<file path="src/design/mobg_pkg.sv">
// Package with the constants, payload types and state codes of the box grouper.
package mobg_pkg;

  localparam int MAX_GROUPS = 64;
  localparam int IDX_W      = (MAX_GROUPS > 1) ? $clog2(MAX_GROUPS) : 1;
  localparam int CNT_W      = $clog2(MAX_GROUPS + 1);
  localparam int COORD_W    = 16;
  localparam int EDGE_W     = COORD_W + 1;
  localparam int AREA_W     = 32;
  localparam int OUT_IDX_W  = 6;

  typedef struct packed {
    logic               start_set;
    logic [COORD_W-1:0] rect_left;
    logic [COORD_W-1:0] rect_top;
    logic [COORD_W-1:0] rect_width;
    logic [COORD_W-1:0] rect_height;
  } mobg_in_t;

  typedef struct packed {
    logic [OUT_IDX_W-1:0] group_index;
    logic                 new_group;
    logic                 table_full;
    logic [AREA_W-1:0]    overlap_area;
  } mobg_out_t;

  typedef struct packed {
    logic [COORD_W-1:0] left;
    logic [COORD_W-1:0] top;
    logic [EDGE_W-1:0]  right;
    logic [EDGE_W-1:0]  bottom;
  } mobg_box_t;

  typedef enum logic [1:0] {
    S_IDLE,
    S_SCAN,
    S_DONE
  } mobg_state_e;

endpackage

</file>
<file path="src/design/mobg_if.sv">
// Valid/ready channel interfaces for rectangle input and grouping results.
interface mobg_in_if
  import mobg_pkg::*;
();
  logic     valid;
  logic     ready;
  mobg_in_t data;

  modport source (output valid, output data, input ready);
  modport sink   (input valid, input data, output ready);
endinterface

interface mobg_out_if
  import mobg_pkg::*;
();
  logic      valid;
  logic      ready;
  mobg_out_t data;

  modport source (output valid, output data, input ready);
  modport sink   (input valid, input data, output ready);
endinterface

</file>
<file path="src/design/max_overlap_box_grouper_core.sv">
// Top level of the box grouper: group table, scan pipeline and sequencer.
// A new rectangle is accepted only in the idle state, after the previous result is loaded.
// The single read port of the group table feeds one overlap and multiply pipeline,
// one entry per cycle. A finished result waits in an output register.
// Reset clears the state, the group count and the output valid; table contents stay.
module max_overlap_box_grouper_core
  import mobg_pkg::*;
(
  input  logic        clk_i,
  input  logic        rst_ni,
  mobg_in_if.sink     in_i,
  mobg_out_if.source  out_o
);

  mobg_state_e state_q, state_d;

  mobg_box_t         rect_q, rect_d;
  logic [CNT_W-1:0]  count_q, count_d;
  logic [CNT_W-1:0]  scan_idx_q, scan_idx_d;
  logic [AREA_W-1:0] best_area_q, best_area_d;
  logic [IDX_W-1:0]  best_idx_q, best_idx_d;

  mobg_box_t         group_mem_q [MAX_GROUPS];
  mobg_box_t         rdata_q;
  logic              mem_we;
  logic [IDX_W-1:0]  mem_waddr;
  logic [IDX_W-1:0]  rd_addr;

  logic              issue;
  logic              v1_q, v2_q, v3_q;
  logic [IDX_W-1:0]  idx1_q, idx2_q, idx3_q;
  logic [COORD_W-1:0] w_q, h_q;
  logic [AREA_W-1:0] area_q;

  logic [EDGE_W-1:0] lo_x, hi_x, lo_y, hi_y;
  logic [COORD_W-1:0] w_d, h_d;

  logic              found;
  logic              full;
  logic              out_load;
  logic              out_valid_q;
  mobg_out_t         out_data_q, out_data_d;

  assign found   = (best_area_q != '0);
  assign full    = (count_q == CNT_W'(MAX_GROUPS));
  assign rd_addr = scan_idx_q[IDX_W-1:0];

  assign lo_x = (EDGE_W'(rdata_q.left) > EDGE_W'(rect_q.left)) ?
                EDGE_W'(rdata_q.left) : EDGE_W'(rect_q.left);
  assign hi_x = (rdata_q.right < rect_q.right) ? rdata_q.right : rect_q.right;
  assign lo_y = (EDGE_W'(rdata_q.top) > EDGE_W'(rect_q.top)) ?
                EDGE_W'(rdata_q.top) : EDGE_W'(rect_q.top);
  assign hi_y = (rdata_q.bottom < rect_q.bottom) ? rdata_q.bottom : rect_q.bottom;
  assign w_d  = (hi_x > lo_x) ? COORD_W'(hi_x - lo_x) : '0;
  assign h_d  = (hi_y > lo_y) ? COORD_W'(hi_y - lo_y) : '0;

  always_comb begin
    state_d     = state_q;
    rect_d      = rect_q;
    count_d     = count_q;
    scan_idx_d  = scan_idx_q;
    best_area_d = best_area_q;
    best_idx_d  = best_idx_q;
    issue       = 1'b0;
    mem_we      = 1'b0;
    mem_waddr   = count_q[IDX_W-1:0];
    out_load    = 1'b0;
    out_data_d  = out_data_q;
    in_i.ready  = (state_q == S_IDLE);

    case (state_q)
      S_IDLE: begin
        if (in_i.valid) begin
          rect_d.left   = in_i.data.rect_left;
          rect_d.top    = in_i.data.rect_top;
          rect_d.right  = EDGE_W'(in_i.data.rect_left) + EDGE_W'(in_i.data.rect_width);
          rect_d.bottom = EDGE_W'(in_i.data.rect_top) + EDGE_W'(in_i.data.rect_height);
          if (in_i.data.start_set) begin
            count_d = '0;
          end
          scan_idx_d  = '0;
          best_area_d = '0;
          best_idx_d  = '0;
          state_d     = S_SCAN;
        end
      end
      S_SCAN: begin
        if (scan_idx_q < count_q) begin
          issue      = 1'b1;
          scan_idx_d = scan_idx_q + CNT_W'(1);
        end else if (!v1_q && !v2_q && !v3_q) begin
          state_d = S_DONE;
        end
        if (v3_q && (area_q > best_area_q)) begin
          best_area_d = area_q;
          best_idx_d  = idx3_q;
        end
      end
      S_DONE: begin
        if (!out_valid_q || out_o.ready) begin
          out_load = 1'b1;
          state_d  = S_IDLE;
          if (found) begin
            mem_we     = 1'b1;
            mem_waddr  = best_idx_q;
            out_data_d = '{group_index:  OUT_IDX_W'(best_idx_q),
                           new_group:    1'b0,
                           table_full:   1'b0,
                           overlap_area: best_area_q};
          end else if (!full) begin
            mem_we     = 1'b1;
            count_d    = count_q + CNT_W'(1);
            out_data_d = '{group_index:  OUT_IDX_W'(count_q),
                           new_group:    1'b1,
                           table_full:   1'b0,
                           overlap_area: '0};
          end else begin
            out_data_d = '{group_index:  '0,
                           new_group:    1'b0,
                           table_full:   1'b1,
                           overlap_area: '0};
          end
        end
      end
      default: begin
        state_d = S_IDLE;
      end
    endcase
  end

  always_ff @(posedge clk_i or negedge rst_ni) begin
    if (!rst_ni) begin
      state_q     <= S_IDLE;
      count_q     <= '0;
      scan_idx_q  <= '0;
      v1_q        <= 1'b0;
      v2_q        <= 1'b0;
      v3_q        <= 1'b0;
      out_valid_q <= 1'b0;
    end else begin
      state_q    <= state_d;
      count_q    <= count_d;
      scan_idx_q <= scan_idx_d;
      v1_q       <= issue;
      v2_q       <= v1_q;
      v3_q       <= v2_q;
      if (out_load) begin
        out_valid_q <= 1'b1;
      end else if (out_o.ready) begin
        out_valid_q <= 1'b0;
      end
    end
  end

  always_ff @(posedge clk_i) begin
    rect_q      <= rect_d;
    best_area_q <= best_area_d;
    best_idx_q  <= best_idx_d;
    idx1_q      <= rd_addr;
    idx2_q      <= idx1_q;
    idx3_q      <= idx2_q;
    w_q         <= w_d;
    h_q         <= h_d;
    area_q      <= AREA_W'(w_q) * AREA_W'(h_q);
    out_data_q  <= out_data_d;
  end

  always_ff @(posedge clk_i) begin
    if (mem_we) begin
      group_mem_q[mem_waddr] <= rect_q;
    end
    rdata_q <= group_mem_q[rd_addr];
  end

  assign out_o.valid = out_valid_q;
  assign out_o.data  = out_data_q;

endmodule

</file>
<file path="src/flat_wrapper.sv">
// flat-port wrapper written by rule: the top's interface ports become plain ports
module max_overlap_box_grouper_core_flat import mobg_pkg::*;
  (clk_i, rst_ni, in_i_valid, in_i_data, in_i_ready, out_o_valid, out_o_data, out_o_ready);
  mobg_in_if in_i_i ();
  mobg_out_if out_o_i ();
  input  logic clk_i;
  input  logic rst_ni;
  input wire logic [$bits(in_i_i.valid)-1:0] in_i_valid;
  input wire logic [$bits(in_i_i.data)-1:0] in_i_data;
  output wire logic [$bits(in_i_i.ready)-1:0] in_i_ready;
  output wire logic [$bits(out_o_i.valid)-1:0] out_o_valid;
  output wire logic [$bits(out_o_i.data)-1:0] out_o_data;
  input wire logic [$bits(out_o_i.ready)-1:0] out_o_ready;
  assign in_i_i.valid = in_i_valid;
  assign in_i_i.data = in_i_data;
  assign in_i_ready = in_i_i.ready;
  assign out_o_valid = out_o_i.valid;
  assign out_o_data = out_o_i.data;
  assign out_o_i.ready = out_o_ready;
  max_overlap_box_grouper_core u_core (.clk_i(clk_i), .rst_ni(rst_ni), .in_i(in_i_i), .out_o(out_o_i));
endmodule
</file>
<file path="config.mk">
export PLATFORM = sky130hd
export DESIGN_NAME = max_overlap_box_grouper_core_flat
export DESIGN_NICKNAME = d
export VERILOG_FILES = /design/src/design/mobg_pkg.sv /design/src/design/mobg_if.sv /design/src/design/max_overlap_box_grouper_core.sv /design/src/flat_wrapper.sv
export SDC_FILE = /design/constraint.sdc
export NUM_CORES = 2
export LEC_CHECK = 0
export BUFFER_PORTS_ARGS = -buffer_cell sky130_fd_sc_hd__buf_2
export CELL_PAD_IN_SITES_DETAIL_PLACEMENT = 0
export CELL_PAD_IN_SITES_GLOBAL_PLACEMENT = 2
export CORE_MARGIN = 3
export CORE_UTILIZATION = 38
export DETAILED_ROUTE_END_ITERATION = 6
export PLACE_DENSITY = 0.68
export SYNTH_ARGS = -nofsm -noshare
export SYNTH_HDL_FRONTEND = slang
export SYNTH_MEMORY_MAX_BITS = 65536
export SYNTH_SLANG_ARGS = --single-unit
</file>
<file path="constraint.sdc">
create_clock -name clk_i -period 6.51 [get_ports clk_i]
set_clock_uncertainty 0.2 [all_clocks]
set_input_delay 0.3255 -clock clk_i [delete_from_list [all_inputs] [get_ports clk_i]]
set_output_delay 0.3255 -clock clk_i [all_outputs]
set_load 0.03 [all_outputs]
</file>
---- Word-level counts from Yosys, hierarchy flattened ----
Memories as Yosys holds them, arrays and structs flattened. A register that Yosys moved wholly into a read port is not among the register bits.
Index checks and enable logic that the tools add are counted.
cells by class
  $add $sub $neg .......................... 6
  multipliers ............................. 1
  order comparisons ....................... 8
  equality and inequality tests ........... 12
  multiplexer cells ....................... 41
  reduce and logical (&&, ||, !) cells .... 19
operators with widths
  operator                                               number
  2-to-1 mux 40 bit                                      2
  2-to-1 mux 32 bit                                      2
  one-hot mux 32 bit (2 select lines)                    1
  2-to-1 mux 7 bit                                       7
  adder 16 x 16 -> 17 bit                                2
  greater-than comparator 17 x 16 -> 1 bit               2
  < comparator 17 bit                                    2
  2-to-1 mux 17 bit                                      2
  greater-than comparator 16 bit                         2
  greater-than comparator 32 bit                         1
  multiplier 16 x 16 -> 32 bit                           1
  2-to-1 mux 16 bit                                      2
  nonzero test 32 bit                                    1
  subtractor 16 bit                                      2
  2-to-1 mux 6 bit                                       5
  one-hot mux 7 bit (2 select lines)                     2
  adder 7 x 1 -> 7 bit, second input constant            2
  2-to-1 mux 1 bit                                       12
  one-hot mux 6 bit (2 select lines)                     1
  inequality test 2 bit, second input constant           5
  2-to-1 mux 2 bit                                       4
  inequality test 2 x 1 -> 1 bit, second input constant  4
  equality test 7 bit, second input constant             1
  < comparator 7 bit                                     1
  12 further kinds                                       21
storage, ports and cells
  flip-flop bits (word level) ............. 246
  bits in writable memories ............... 4224
  input bits .............................. 69
  output and inout bits ................... 42
  word-level logic and storage cells ...... 111
  memories kept ........................... 1
memories
  name                depth  bits a word  read ports  clocked after Yosys merged registers in  write ports  line                                RTL
  u_core.group_mem_q  64     66           1           1                                        1            max_overlap_box_grouper_core.sv:23  mobg_box_t group_mem_q [MAX_GROUPS];

---- Depth between registers and ports, before layout ----
  depth after elaboration ................. 7
  mapped depth ............................ 23
  mapped depth without buffers ............ 21

---- Worst setup path after synthesis ----
OpenSTA, ideal clock, no wires.
  kind .................................... register to register
  start point ............................. register u_core.out_valid_q (netlist: u_core.out_o.valid)
  end point ............................... memory u_core.group_mem_q[32][0] (netlist name), enable pin
  library setup time ...................... 0.498 ns
  data arrival time ....................... 5.475 ns
  data required time ...................... 5.812 ns
  slack ................................... 0.338 ns
  cell stages (with the launch flop) ...... 7
  path buffers ............................ 1
  period minus slack after synthesis ...... 6.172 ns
  path through ............................ dfrtp_1 -> nand2b_1 -> nor2b_1 -> clkbuf_1 -> nor2b_1 -> o21ai_0 -> nor2b_1
on the way
  longest elaborated chain between the ends .. 6
  elaborated cells on any way between the ends .. 8
  those cells by class .................... mux (6); reduce/logical (2)
RTL lines
  element                                 line                                 RTL
  from (decl)                             max_overlap_box_grouper_core.sv:41   logic out_valid_q;
  from (signal assigned)                  max_overlap_box_grouper_core.sv:139  out_valid_q <= 1'b0;
  from (signal assigned)                  max_overlap_box_grouper_core.sv:148  out_valid_q <= 1'b1;
  from (signal assigned)                  max_overlap_box_grouper_core.sv:150  out_valid_q <= 1'b0;
  zero test 1 bit *                       max_overlap_box_grouper_core.sv:100  if (!out_valid_q || out_o.ready) begin
  logical OR 1 bit *                      max_overlap_box_grouper_core.sv:100
  2-to-1 mux 1 bit                        max_overlap_box_grouper_core.sv:100
  2-to-1 mux 1 bit                        max_overlap_box_grouper_core.sv:71   case (state_q)
  2-to-1 mux 1 bit                        max_overlap_box_grouper_core.sv:169  if (mem_we) begin
  2-to-1 mux 1 bit (not written as such)  max_overlap_box_grouper_core.sv:170  group_mem_q[mem_waddr] <= rect_q;
  to (decl)                               max_overlap_box_grouper_core.sv:23
Mark *: on every way between the ends. The rest lies on a longest branch, timed or not.

---- Worst setup path in the final report ----
  start point ............................. register u_core.h_q[12]
  end point ............................... register u_core.area_q[30]
on the way
  longest elaborated chain between the ends .. 1
RTL lines
  element                       line                                 RTL
  from (decl)                   max_overlap_box_grouper_core.sv:32   logic [COORD_W-1:0] w_q, h_q;
  from (signal assigned)        max_overlap_box_grouper_core.sv:163  h_q <= h_d;
  multiplier 16 x 16 -> 32 bit  max_overlap_box_grouper_core.sv:164  area_q <= AREA_W'(w_q) * AREA_W'(h_q);
  to (signal assigned)          max_overlap_box_grouper_core.sv:164
  to (decl)                     max_overlap_box_grouper_core.sv:33   logic [AREA_W-1:0] area_q;
Every way passes these cells.
A chain may end at the register's enable or synchronous reset.

==> tab_implementation.tex <==
\begin{tabular}{lr}
\hline
Metric & Value \\
\hline
\multicolumn{2}{l}{\textbf{Status}} \\
Status & finished clean \\
\multicolumn{2}{l}{\textbf{Placed design}} \\
Count of input and output buffers & 110 \\
Number of placed instances with taps included & 14800 \\
Minimum setup slack after placement & -0.0681 ns \\
Detailed placer's ending HPWL & 297 mm \\
Routability congestion estimate & 0.828 \\
\multicolumn{2}{l}{\textbf{Timing}} \\
Actual slew at the worst max-slew pin & 1.39 ns \\
Minimum setup slack in the final design & 0.297 ns \\
Post-layout minimum cycle time & 6.21 ns \\
Final count of pins violating max slew & 0 \\
Setup-violating endpoint count in the final report & 0 \\
Worst hold margin & 0.0909 ns \\
Setup repair after global routing missed its margin & no \\
Maximum frequency from static timing analysis & 161 MHz \\
Slew headroom & 0.0723 \\
Tcrit/Tclk final & 0.954 \\
Number of endpoints with negative hold slack in the final report & 0 \\
\multicolumn{2}{l}{\textbf{Floorplan}} \\
Area of the core & 480000 µm² \\
Row count & 254 \\
Number of placed I/O pins & 111 \\
Die Outline Area & 491000 µm² \\
Starting density of the core & 0.382 \\
Die Y-Extent & 701 µm \\
DIE WIDTH & 701 µm \\
\multicolumn{2}{l}{\textbf{Layout}} \\
Highest-count cells in the layout ignoring fill and taps & sky130\_fd\_sc\_hd\_\_edfxtp\_1 (4368), sky130\_fd\_sc\_hd\_\_mux4\_2 (1386), sky130\_fd\_sc\_hd\_\_clkbuf\_16 (463) \\
Nets & 9555 \\
Util after Layout & 0.441 \\
Area growth, synth to finish & 15.3\% \\
Most common cell after layout, fill and taps aside & sky130\_fd\_sc\_hd\_\_edfxtp\_1 \\
Layout cells sized above 1 & 0.284 \\
Register cell area after layout & 135000 µm² \\
Area occupied by multi-input gates & 46300 µm² \\
Fin cells & 15800 \\
Filler instances & 40400 \\
\multicolumn{2}{l}{\textbf{Detailed routing}} \\
First-pass iteration count of the detailed router & 6 \\
Total wirelength of the detailed-routed design & 557 mm \\
DRC violations left & 0 \\
Via-per-instance ratio & 5.80 \\
Antenna viol nets, final & 0 \\
Violation count after the first detailed-route iteration & 12100 \\
Number of vias in the routed layout & 91700 \\
Average wire per standard cell & 35.2 µm \\
\multicolumn{2}{l}{\textbf{Synthesis}} \\
Post-Synthesis Cells & 8371 \\
Count of cell types in the netlist & 67 \\
FFs w/ async S/R, synth & 0.00441 \\
Most used flip-flop cell after synthesis & sky130\_fd\_sc\_hd\_\_edfxtp\_1 \\
Synthesized area per cell & 21.9 µm² \\
Sequential cell area fraction in the yosys report & 0.734 \\
Net count after synthesis & 8911 \\
Post-synthesis instance area & 183000 µm² \\
Number of enable flip-flop cells after synthesis & 4368 \\
Number of storage elements in the synthesis netlist & 4536 \\
Total of warnings raised by yosys & 0 \\
\multicolumn{2}{l}{\textbf{Global route}} \\
Maximum number of pins on one net before global-route repair & 118 \\
Met2 track utilization from global routing & 0.363 \\
Aggregate global routing overflow & 0 \\
First-pass GRT wire length & 766 mm \\
Highest-utilization routing layer at the global route stage & met2 \\
Met3 demand-to-capacity share in global routing & 0.0364 \\
Number of global-route vias before repair & 92100 \\
Met1 Resource Use GR & 0.318 \\
Initial antenna violation count & 17 \\
Overall track demand over capacity in global routing & 0.224 \\
\multicolumn{2}{l}{\textbf{Worst setup path}} \\
FF-to-FF setup slack & 0.30 ns \\
Beginning of the worst register-to-register path & u\_core.h\_q[12]\$\_SDFF\_PP0\_ \\
Critical path start-end classification & reg2reg \\
Data required time of the critical path & 7.18 ns \\
Element type at the critical path start & register \\
Critical path launch point & u\_core.h\_q[12]\$\_SDFF\_PP0\_ \\
Worst Path Arrival & 6.88 ns \\
Crit-path max FO & 10 \\
Worst r2r path cells & 20 \\
Critical R2R Capture & u\_core.area\_q[30]\$\_DFF\_P\_ \\
Type of element capturing the critical path & register \\
Termination of the worst setup path & u\_core.area\_q[30]\$\_DFF\_P\_ \\
\multicolumn{2}{l}{\textbf{Clock network}} \\
Post-CTS setup buffer count & 0 \\
Deepest clock path buffer count & 4 \\
Worst-Skew Late Latency & 1.06 ns \\
CTS Root Cell & sky130\_fd\_sc\_hd\_\_clkbuf\_16 \\
Level count of the clock H-tree & 5 \\
CTS sink count & 4536 \\
CTS buffer count & 454 \\
CTS tree & built \\
Clock-pin slew of the registers on the worst-case setup and hold paths & 0.06 ns \\
\multicolumn{2}{l}{\textbf{Worst hold path}} \\
Hold\_sp & in\_i\_data[33] \\
Hold Path Class & in2reg \\
\multicolumn{2}{l}{\textbf{Power and ir drop}} \\
Max IR drop VDD & 1.54 mV \\
Static power due to leakage & 68.1 nW \\
Power per cell area & 483 nW/µm² \\
Total Power Consumption & 0.102 W \\
\multicolumn{2}{l}{\textbf{Job}} \\
Max-cap violation count & 0 \\
\hline
\end{tabular}
==> what timing repair did <==
action                                 in CTS  in global routing
setup endpoints to repair                   4                  7
hold buffers                              112                  0
endpoints found under the hold margin     103                  0
pin swaps                                   0                  0
gates resized for setup                    10                 12
==> cells by family (layout without fill, tap and decap cells) <==
logic type                 after synthesis  in the layout  share of synthesized area
other                                    0              5                          0
DFF                                   4536           4536                      0.734
muxes                                 1445           1445                      0.174
adders and majority gates              471            471                     0.0403
and+or+nand+nor                        769            769                     0.0203
AOI/OAI and AO/OA                      317            317                     0.0111
buffers and inverters                  755           1795                     0.0165
xor gates and xnor gates                78             78                    0.00373
==> cell type report <==
type                    instances  area share
diodes                          5   0.0000592
clock buffers                 585      0.0584
clock inverters               267      0.0128
inverters                     353     0.00627
multi-input cells            3080       0.219
flip-flops and latches       4536       0.637
well taps                    6400      0.0379
repair buffers                590      0.0283
==> registers in the layout, summed over array words and instances, names as in the netlist <==
signal              cells
u_core.w_q             16
u_core.idx2_q           6
u_core.group_mem_q   4224
u_core.scan_idx_q       7
u_core.rect_q          66
u_core.count_q          7
u_core.v1_q             1
u_core.idx1_q           6
u_core.best_idx_q       6
u_core.v2_q             1
u_core.v3_q             1
u_core.best_area_q     32
u_core.out_o.data      40
u_core.idx3_q           6
u_core.state_q          2
u_core.rdata_q         66
u_core.area_q          32
u_core.out_o.valid      1
u_core.h_q             16
==> routing by layer <==
| metal | share of wire | wire length (µm) |
|---|---|---|
| met1 | 0.41 | 228000 |
| met2 | 0.48 | 268000 |
| met3 | 0.079 | 43800 |
| met4 | 0.030 | 16700 |
| met5 | 0.000014 | 8 |
==> worst min-delay path by stage <==
stage	to	slack, ns	cells after the start
CTS	u_core.rect_q[35]$_DFFE_PP_	0.0001	2
finish	u_core.rect_q[35]$_DFFE_PP_	0.09	2
floorplan	u_core.count_q[0]$_DFFE_PN0P_	-0.17	0
detailed placement	u_core.idx2_q[0]$_DFF_P_	0.11	0
global route	u_core.rect_q[35]$_DFFE_PP_	0.06	2
global placement	u_core.idx2_q[4]$_DFF_P_	0.11	0
==> worst max-delay path, stage by stage (launching register included) <==
cell and delay [ns]:
sky130_fd_sc_hd__dfxtp_1 0.50, sky130_fd_sc_hd__buf_4 0.25, sky130_fd_sc_hd__nand2_1 0.08, sky130_fd_sc_hd__fa_1 0.48, sky130_fd_sc_hd__inv_1 0.06, sky130_fd_sc_hd__fa_1 0.54, sky130_fd_sc_hd__fa_1 0.42, sky130_fd_sc_hd__fa_1 0.46
sky130_fd_sc_hd__fa_1 0.50, sky130_fd_sc_hd__inv_1 0.06, sky130_fd_sc_hd__fa_1 0.48, sky130_fd_sc_hd__inv_1 0.05, sky130_fd_sc_hd__ha_1 0.40, sky130_fd_sc_hd__and4_2 0.34, sky130_fd_sc_hd__nand4_1 0.14, sky130_fd_sc_hd__and3b_1 0.30
sky130_fd_sc_hd__nor4b_2 0.09, sky130_fd_sc_hd__o41ai_2 0.38, sky130_fd_sc_hd__a21o_1 0.17, sky130_fd_sc_hd__a21oi_1 0.07, sky130_fd_sc_hd__xnor2_1 0.12
==> report_power, final <==
part | leakage, nW | switching [W] | internal (W) | total [W]
combinational | 20.0 | 0.0222 | 0.0190 | 0.0412
clock | 7.37 | 0.0113 | 0.0152 | 0.0265
sequential | 40.7 | 0.00128 | 0.0331 | 0.0344
total | 68.1 | 0.0347 | 0.0673 | 0.102
==> cells in the mapped netlist (18+ instances only) <==
cell | count | area share
sky130_fd_sc_hd__edfxtp_1 | 4368 | 0.72
sky130_fd_sc_hd__mux4_2 | 1386 | 0.17
sky130_fd_sc_hd__inv_1 | 352 | 0.0072
sky130_fd_sc_hd__ha_1 | 273 | 0.019
sky130_fd_sc_hd__clkbuf_1 | 240 | 0.0049
sky130_fd_sc_hd__nand2_1 | 220 | 0.0045
sky130_fd_sc_hd__fa_1 | 198 | 0.022
sky130_fd_sc_hd__nor2_1 | 185 | 0.0038
sky130_fd_sc_hd__and2_1 | 157 | 0.0054
sky130_fd_sc_hd__dfxtp_1 | 148 | 0.016
sky130_fd_sc_hd__buf_2 | 82 | 0.0022
sky130_fd_sc_hd__a21oi_1 | 80 | 0.0022
sky130_fd_sc_hd__o21ai_0 | 80 | 0.0022
sky130_fd_sc_hd__buf_1 | 61 | 0.0012
sky130_fd_sc_hd__xnor2_1 | 52 | 0.0025
sky130_fd_sc_hd__nor3_1 | 50 | 0.0014
sky130_fd_sc_hd__a21o_1 | 41 | 0.0017
sky130_fd_sc_hd__mux2i_1 | 36 | 0.0020
sky130_fd_sc_hd__nand3_1 | 31 | 0.00085
sky130_fd_sc_hd__nand4_1 | 31 | 0.0011
sky130_fd_sc_hd__o21a_1 | 29 | 0.0012
sky130_fd_sc_hd__xor2_1 | 26 | 0.0012
sky130_fd_sc_hd__nor2b_1 | 25 | 0.00085
sky130_fd_sc_hd__mux2_2 | 23 | 0.0014
sky130_fd_sc_hd__dfrtp_1 | 20 | 0.0027
sky130_fd_sc_hd__nor4_1 | 18 | 0.00061
==> metrics by stage <==
| step | setup TNS (ns) | cell area, µm² |
|---|---|---|
| final | 0 | 211000 |
| after global routing | 0 | 211000 |
| after CTS | 0 | 211000 |
| after detailed placement | -0.229 | 195000 |
| after global placement | -0.181 | 195000 |
| after floorplan | 0 | 183000 |
Note: power is estimated with default switching activity, not from simulation.
